$ cat config.mk
export PLATFORM = sky130hd
export DESIGN_NAME = cadence_sensor_rpm_direction_core
export DESIGN_NICKNAME = d
export VERILOG_FILES = /design/src/rtl/csrd_pkg.sv /design/src/rtl/csrd_div.sv /design/src/rtl/cadence_sensor_rpm_direction_core.sv
export SDC_FILE = /design/constraint.sdc
export NUM_CORES = 1
export LEC_CHECK = 0
export BUFFER_PORTS_ARGS = -buffer_cell sky130_fd_sc_hd__buf_4
export CORE_MARGIN = 3
export CORE_UTILIZATION = 59
export CTS_BUF_LIST = sky130_fd_sc_hd__clkbuf_2 sky130_fd_sc_hd__clkbuf_4 sky130_fd_sc_hd__clkbuf_8
export DETAILED_ROUTE_END_ITERATION = 10
export PLACE_DENSITY_LB_ADDON = 0.12
export SLEW_MARGIN = 30
export SYNTH_ARGS = -nofsm -noshare
export SYNTH_HDL_FRONTEND = slang
export SYNTH_HIERARCHICAL = 1
export SYNTH_SLANG_ARGS = --single-unit
$ cat constraint.sdc
create_clock -name clk -period 6.6 [get_ports clk]
set_input_delay 1.65 -clock clk [delete_from_list [all_inputs] [get_ports clk]]
set_output_delay 1.65 -clock clk [all_outputs]
set_load 0.01 [all_outputs]
$ cat src/rtl/csrd_pkg.sv
// Shared constants and types for the cadence sensor rpm/direction block.
package csrd_pkg;

    localparam int COUNT_W   = 16;                 // tick counter width
    localparam int SCALE_W   = 20;                 // rpm_scale register width
    localparam int TIMEOUT_W = 16;                 // timeout_ticks register width
    localparam int QUO_W     = 8;                  // rpm width, saturating quotient
    localparam int STEP_W    = $clog2(QUO_W);
    localparam int HIGH_W    = SCALE_W - QUO_W;    // dividend bits above the quotient
    localparam int REM_W     = ((HIGH_W > COUNT_W) ? HIGH_W : COUNT_W) + 1;
    localparam int CMP_W     = (COUNT_W > TIMEOUT_W) ? COUNT_W : TIMEOUT_W;
    localparam int CFG_ADDR_W = 1;
    localparam int CFG_DATA_W = SCALE_W;

    localparam logic [COUNT_W-1:0]   COUNT_MAX     = {COUNT_W{1'b1}};
    localparam logic [SCALE_W-1:0]   SCALE_RESET   = SCALE_W'(25000);
    localparam logic [TIMEOUT_W-1:0] TIMEOUT_RESET = TIMEOUT_W'(1000);
    localparam logic [QUO_W-1:0]     RPM_SAT       = {QUO_W{1'b1}};

    typedef enum logic [CFG_ADDR_W-1:0] {
        REG_RPM_SCALE = 1'b0,
        REG_TIMEOUT   = 1'b1
    } cfg_reg_t;

    // divider result bundle
    typedef struct packed {
        logic             done;
        logic [QUO_W-1:0] quo;
    } div_res_t;

endpackage

$ cat src/rtl/csrd_div.sv
// Serial saturating divider: one shared subtractor, one quotient bit per cycle.
module csrd_div (
    input  logic                    clk,
    input  logic                    rst_n,
    input  logic                    start,
    input  logic [csrd_pkg::SCALE_W-1:0] dividend,
    input  logic [csrd_pkg::COUNT_W-1:0] divisor,
    output csrd_pkg::div_res_t      res
);
    import csrd_pkg::*;

    typedef enum logic [1:0] {D_IDLE, D_CHECK, D_SHIFT} dstate_t;

    dstate_t             state_reg;
    logic [REM_W-1:0]    rem_reg;
    logic [QUO_W-1:0]    low_reg;
    logic [QUO_W-1:0]    quo_reg;
    logic [COUNT_W-1:0]  dvs_reg;
    logic [STEP_W-1:0]   step_reg;
    logic                done_reg;

    logic [REM_W-1:0]    trial;
    logic [REM_W:0]      diff;
    logic                fits;

    // shared subtractor: saturation check first, then restoring steps
    always_comb
    begin
        if (state_reg == D_CHECK)
        begin
            trial = rem_reg;
        end
        else
        begin
            trial = {rem_reg[REM_W-2:0], low_reg[QUO_W-1]};
        end
        diff = {1'b0, trial} - {1'b0, REM_W'(dvs_reg)};
        fits = ~diff[REM_W];
    end

    always_ff @(posedge clk or negedge rst_n)
    begin
        if (!rst_n)
        begin
            state_reg <= D_IDLE;
            done_reg  <= 1'b0;
            step_reg  <= '0;
        end
        else
        begin
            done_reg <= 1'b0;
            unique case (state_reg)
                D_IDLE:
                begin
                    if (start)
                    begin
                        rem_reg   <= REM_W'(dividend[SCALE_W-1:QUO_W]);
                        low_reg   <= dividend[QUO_W-1:0];
                        dvs_reg   <= divisor;
                        state_reg <= D_CHECK;
                    end
                end
                D_CHECK:
                begin
                    if (fits)
                    begin
                        // quotient would exceed the rpm range
                        quo_reg   <= RPM_SAT;
                        done_reg  <= 1'b1;
                        state_reg <= D_IDLE;
                    end
                    else
                    begin
                        step_reg  <= '0;
                        state_reg <= D_SHIFT;
                    end
                end
                D_SHIFT:
                begin
                    rem_reg  <= fits ? diff[REM_W-1:0] : trial;
                    low_reg  <= {low_reg[QUO_W-2:0], 1'b0};
                    quo_reg  <= {quo_reg[QUO_W-2:0], fits};
                    step_reg <= step_reg + 1'b1;
                    if (step_reg == STEP_W'(QUO_W - 1))
                    begin
                        done_reg  <= 1'b1;
                        state_reg <= D_IDLE;
                    end
                end
                default:
                begin
                    state_reg <= D_IDLE;
                end
            endcase
        end
    end

    assign res.done = done_reg;
    assign res.quo  = quo_reg;

endmodule

$ cat src/rtl/cadence_sensor_rpm_direction_core.sv
// Top level: pedal cadence period measurement to rpm with direction flags.
//
//  channel   dir  beat contents                                    handshake
//  s_axis    in   tdata[0] pedal_a, [1] pedal_b, [7:2] zero         tvalid/tready
//  m_axis    out  tdata[7:0] rpm, [8] fwd, [9] bwd, [15:10] zero    tvalid/tready
//  cfg       in   cfg_addr 0 rpm_scale, 1 timeout_ticks             cfg_we, no wait
//
// A tick without a rising edge of pedal_a passes through accept and result write.
// A rising edge passes through accept, one saturation check plus eight
// restoring steps in the shared subtractor of csrd_div, handoff and result write.
// When the check already shows a quotient above 255 the steps are skipped.
// The result sits in an output register; a stalled m_axis holds the block in the
// write state and s_axis tready stays low until the result register frees up.
// rst_n clears all counters, held rpm, direction and restores register defaults.
module cadence_sensor_rpm_direction_core (
    input  logic                            clk,
    input  logic                            rst_n,
    // slave stream
    input  logic                            s_axis_tvalid,
    output logic                            s_axis_tready,
    input  logic [7:0]                      s_axis_tdata,   // [0] pedal_a, [1] pedal_b
    // master stream
    output logic                            m_axis_tvalid,
    input  logic                            m_axis_tready,
    output logic [15:0]                     m_axis_tdata,   // [7:0] cadence_rpm,
                                                            // [8] pedaling_forward,
                                                            // [9] pedaling_backward
    // configuration writes
    input  logic                            cfg_we,
    input  logic [csrd_pkg::CFG_ADDR_W-1:0] cfg_addr,
    input  logic [csrd_pkg::CFG_DATA_W-1:0] cfg_wdata
);
    import csrd_pkg::*;

    typedef enum logic [1:0] {S_IDLE, S_DIV, S_WRITE} state_t;

    state_t               state_reg;
    logic [SCALE_W-1:0]   scale_reg;
    logic [TIMEOUT_W-1:0] timeout_reg;
    logic [COUNT_W-1:0]   tick_count_reg;
    logic                 last_a_reg;
    logic                 backward_reg;
    logic                 b_pend_reg;
    logic [QUO_W-1:0]     held_rpm_reg;
    logic                 out_valid_reg;
    logic [15:0]          out_data_reg;

    logic                 accept;
    logic                 pedal_a;
    logic                 pedal_b;
    logic                 rise;
    logic [COUNT_W-1:0]   count_inc;
    logic                 timed_out;
    logic                 out_free;
    div_res_t             div_res;

    assign pedal_a  = s_axis_tdata[0];
    assign pedal_b  = s_axis_tdata[1];
    assign accept   = s_axis_tvalid && s_axis_tready;
    assign rise     = pedal_a && !last_a_reg;
    assign out_free = !out_valid_reg || m_axis_tready;

    // saturating tick count, incremented before the edge test
    assign count_inc = (tick_count_reg == COUNT_MAX) ? tick_count_reg
                                                     : COUNT_W'(tick_count_reg + 1'b1);
    assign timed_out = (held_rpm_reg != '0) &&
                       (CMP_W'(count_inc) > CMP_W'(timeout_reg));

    csrd_div u_div (
        .clk      (clk),
        .rst_n    (rst_n),
        .start    (accept && rise),
        .dividend (scale_reg),
        .divisor  (count_inc),
        .res      (div_res)
    );

    // configuration registers
    always_ff @(posedge clk or negedge rst_n)
    begin
        if (!rst_n)
        begin
            scale_reg   <= SCALE_RESET;
            timeout_reg <= TIMEOUT_RESET;
        end
        else if (cfg_we)
        begin
            unique case (cfg_reg_t'(cfg_addr))
                REG_RPM_SCALE: scale_reg   <= cfg_wdata;
                REG_TIMEOUT:   timeout_reg <= cfg_wdata[TIMEOUT_W-1:0];
                default:       ;
            endcase
        end
    end

    // sequencer, measurement state and output register
    always_ff @(posedge clk or negedge rst_n)
    begin
        if (!rst_n)
        begin
            state_reg      <= S_IDLE;
            tick_count_reg <= '0;
            last_a_reg     <= 1'b0;
            backward_reg   <= 1'b0;
            b_pend_reg     <= 1'b0;
            held_rpm_reg   <= '0;
            out_valid_reg  <= 1'b0;
            out_data_reg   <= '0;
        end
        else
        begin
            // the write state loads the output register itself
            if (m_axis_tready && state_reg != S_WRITE)
            begin
                out_valid_reg <= 1'b0;
            end
            unique case (state_reg)
                S_IDLE:
                begin
                    if (accept)
                    begin
                        last_a_reg <= pedal_a;
                        if (rise)
                        begin
                            // period ends: restart count, start the divider and wait for it
                            tick_count_reg <= '0;
                            b_pend_reg     <= pedal_b;
                            state_reg      <= S_DIV;
                        end
                        else
                        begin
                            tick_count_reg <= count_inc;
                            if (timed_out)
                            begin
                                held_rpm_reg <= '0;
                                backward_reg <= 1'b0;
                            end
                            state_reg <= S_WRITE;
                        end
                    end
                end
                S_DIV:
                begin
                    if (div_res.done)
                    begin
                        held_rpm_reg <= div_res.quo;
                        backward_reg <= b_pend_reg;
                        state_reg    <= S_WRITE;
                    end
                end
                S_WRITE:
                begin
                    if (out_free)
                    begin
                        out_valid_reg <= 1'b1;
                        out_data_reg  <= {6'b0,
                                          (held_rpm_reg != '0) && backward_reg,
                                          (held_rpm_reg != '0) && !backward_reg,
                                          held_rpm_reg};
                        state_reg     <= S_IDLE;
                    end
                end
                default:
                begin
                    state_reg <= S_IDLE;
                end
            endcase
        end
    end

    assign s_axis_tready = (state_reg == S_IDLE);
    assign m_axis_tvalid = out_valid_reg;
    assign m_axis_tdata  = out_data_reg;

    // divider only reports back while the sequencer waits for it
    a_div_done_in_div: assert property (@(posedge clk) disable iff (!rst_n)
        div_res.done |-> state_reg == S_DIV)
        else $error("divider result outside divide state");

    // a rising edge restarts the tick count
    a_edge_restarts: assert property (@(posedge clk) disable iff (!rst_n)
        accept && rise |=> tick_count_reg == '0)
        else $error("tick count not restarted on edge");

    // direction flags never both set, and only with nonzero rpm
    a_flags_excl: assert property (@(posedge clk) disable iff (!rst_n)
        m_axis_tvalid |-> !(m_axis_tdata[8] && m_axis_tdata[9]))
        else $error("forward and backward both set");

    a_flags_need_rpm: assert property (@(posedge clk) disable iff (!rst_n)
        m_axis_tvalid && (m_axis_tdata[8] || m_axis_tdata[9]) |->
            m_axis_tdata[7:0] != 8'd0)
        else $error("direction flag with zero rpm");

endmodule

==> key figures <==
Status
  – Status: complete, no violations

Yosys
  – Synth Area in Compound Gates: 0.108
  – Netlist cell types: 70
  – XOR/XNOR Fraction of Synth Area: 0.0226
  – Post-synth ARST share: 0.626
  – Mean area per synthesized cell: 11.0 um^2
  – Simple-gate portion of the synthesized area: 0.132
  – Top_reg_cell synth: dfrtp_1
  – Largest family of logic cells by synthesized area: multiplexers
  – Synthesis-stage register bit count: 131
  – Yosys warning count: 6
  – Post-synthesis mux area share: 0.139
  – Synthesized cell area: approximately 7400 um^2
  – Synth Area in Adders: 0.0672
  – Post-synthesis instance total: approximately 670
  – Sequential element share of the synthesized area: 0.480
  – Post-synth EDFFs: ~50

Timing
  – Max Fclk: about 250 MHz
  – Final setup viols: 0
  – Period Utilization, post-route: 0.614
  – Fin crit period: just over 4000 ps
  – Final Slew Violations: 0
  – Clock Skew: 13.7 ps
  – RSZ-0062 raised after global routing: false
  – Worst Max-Slew Pin Slew: approximately 890 ps
  – Final hold violations: 0
  – Setup TNS: 0 ps
  – Slew HR: 0.407

Critical path
  – CP Depth: 11
  – CP endpoint kind: flop
  – Kind of critical path: reg -> reg
  – RR Endpoint: u_div/rem_reg[13]$_SDFFCE_PN0P_
  – Worst path top cell family by delay: simple AND/OR/NAND/NOR gates
  – Worst setup path end: u_div/rem_reg[13]$_SDFFCE_PN0P_
  – Reg2reg setup slack: 2550 ps
  – CP startpoint: u_div/state_reg[1]$_DFFE_PN0P_
  – FF-to-FF path depth: 11
  – Most frequent CP cell: ha_1
  – Critical path's largest stage delay: roughly 580 ps
  – CP Buf/Inv Count: 2
  – WP data required: approximately 6800 ps
  – Critical path, cell by cell: inv_1 > ha_1 > buf_4 > mux2_2 > ha_1 > a21oi_2 > o211ai_1 > a311oi_2 > nand3_1 > nand4_1 > or3b_1
  – Critical path launch point type: flop
  – Crit path DAT: 4240 ps
  – Worst r2r src: u_div/state_reg[1]$_DFFE_PN0P_
  – CP max FO: 27
  – Critical path's slowest cell: nand3_1

Power
  – Seq pwr share: 0.403
  – Comb power frac: 0.371
  – Worst VDD drop: between 200 and 300 uV
  – Clock share of power: 0.226
  – Internal: 1.80 mW
  – Pwr Total: roughly 2.8 mW
  – P per Cell Area: between 300 and 400 nW/um^2
  – Net load switching power: roughly 1 mW
  – Leakage power: between 3 and 4 nW
  – Sw frac: 0.359

Placement
  – Cells after DPL: approximately 860
  – Placer Congestion: 0.907
  – HPWL Detailed: roughly 11000 um
  – Port bufs: 39

Finish
  – Multi-input gate area: 3500 um^2
  – Fin cells: 888
  – Area grow syn2layout: 10.0%
  – Final-layout fill cell count: 980
  – Most common cell after layout, fill and taps aside: mux2_2
  – # diodes: 0
  – Most frequent cells in the layout: 72 x mux2_2, 70 x dfrtp_1, 53 x nand2_1, 49 x edfxtp_1
  – Final net count: 780
  – Largest register FFs: 20
  – Layout cell share with drive strength beyond 1: 0.247
  – Sequential standard cell area: approximately 3500 um^2

Floorplanning
  – # rows: 40
  – Top Ports: 52
  – Die Area: between 10000 and 15000 um^2
  – Initial Util: 0.608
  – Core area: 12100 um^2
  – Die width: approximately 120 um
  – Die Y: about 120 um

Drt
  – DRT Pass-1 Iters: 5
  – Via count: a little over 5000
  – DRC: 0
  – Post-route ant nets: 0
  – DR iter-0 viols: about 280
  – WL/cell: approximately 17 um
  – Routed wire length: 15500 um
  – Vias per inst: between 5 and 6

Clocking
  – # hold bufs at CTS: 0
  – Clock sink count: between 100 and 150
  – Clock root buffer: clkbuf_8
  – CTS Buffer Depth: 2
  – CTS tree: built
  – # resized after CTS: 0
  – Worst skew pair latency: 450 ps
  – H-Tree Depth: 4
  – CTS clk-pin slew, worst paths: ~80 ps
  – TritonCTS buffer count: 17
  – Setup bufs post-CTS: 0

GRT
  – First-pass GRT wire length: around 26000 um
  – Overall Global Routing Usage: 0.235
  – Number of global-route vias before repair: approximately 5300
  – Overflow after GRT: 0
  – Largest net degree at the start of global routing: 57
  – Initial antenna violation count: 0

Worst hold path
  – Worst min path class: reg -> reg
  – Hold_sp: m_axis_tdata[9]$_DFFE_PN0P_

Run
  – Max-cap violations: 0
==> worst min-delay path, delay by kind of cell, from the launching register on <==
family	cells	cell delay, ps
flops	1	350
compound gates	1	60
simple gates	1	50
==> cells in the mapped netlist (all sizes together), types with 3 or more instances <==
cell	n	area share
clkbuf	14	0.0098
a31oi	9	0.0085
dfrtp	70	0.24
ha	38	0.065
nand3	28	0.021
mux2i	20	0.027
or3	3	0.0025
and3	8	0.0080
o21ai	36	0.024
xnor2	16	0.019
nor2b	7	0.0059
inv	44	0.022
mux2	73	0.11
a22o	4	0.0048
a21oi	27	0.019
a41oi	4	0.0048
xor2	3	0.0036
edfxtp	49	0.20
o21a	3	0.0031
o211ai	8	0.0081
a211o	3	0.0036
nor2	44	0.022
o31ai	6	0.0061
nor4	4	0.0054
buf	17	0.017
a211oi	3	0.0031
dfstp	12	0.043
nand3b	5	0.0051
nand2b	13	0.011
nand2	54	0.028
nor3	6	0.0041
nand4	8	0.0068
==> worst min path at each step <==
stage          cells after the start                     endpoint
2_1_floorplan                      2       last_a_reg$_DFFE_PN0P_
3_3_place_gp                       2  m_axis_tdata[9]$_DFFE_PN0P_
3_5_place_dp                       2  m_axis_tdata[9]$_DFFE_PN0P_
4_1_cts                            2  m_axis_tdata[9]$_DFFE_PN0P_
5_1_grt                            1   timeout_reg[4]$_DFFE_PN0P_
6_report                           2  m_axis_tdata[9]$_DFFE_PN0P_
==> metrics by stage <==
step | utilization | setup WS (ps) | hold WS [ps] | cell area [um^2]
floorplan | - | 2690 | 460 | 7390
global placement | 0.638 | 2700 | 470 | 7720
detailed placement | 0.638 | 2630 | 482 | 7730
CTS | 0.668 | 2620 | 499 | 8100
global route | 0.669 | 2370 | 529 | 8110
finish | 0.669 | 2550 | 496 | 8110
==> power groups by stage <==
stage	logic [mW]	registers, mW	clock network (mW)
2_1_floorplan	0.798	1.12	0
3_3_place_gp	0.990	1.14	0
3_5_place_dp	1.03	1.15	0
4_1_cts	1.04	1.13	0.649
5_1_grt	1.15	1.15	0.687
6_report	1.04	1.13	0.634
==> logic make-up after synthesis <==
group,after synthesis
xor+xnor,19
compound gates,121
other cells,1
simple gates,191
flops,131
mux,93
buf+inv,76
fa+ha+maj,39
==> layout make-up <==
cell class              instances  share of cell area
flip-flops and latches        131               0.436
repair buffers                 43              0.0398
multi-input cells             469               0.431
clock inverters                12              0.0131
inverters                      45              0.0208
well taps                     168              0.0259
clock buffers                  20              0.0324
==> per-layer routing <==
metal | vias to the layer above | track usage | share of wire
li1 | 2487 | - | -
met5 | - | 0 | 0
met4 | 0 | 0.0755 | 0.021
met1 | 2575 | 0.299 | 0.44
met3 | 29 | 0.0567 | 0.035
met2 | 108 | 0.399 | 0.50
Note: power is estimated with default switching activity, not from simulation.
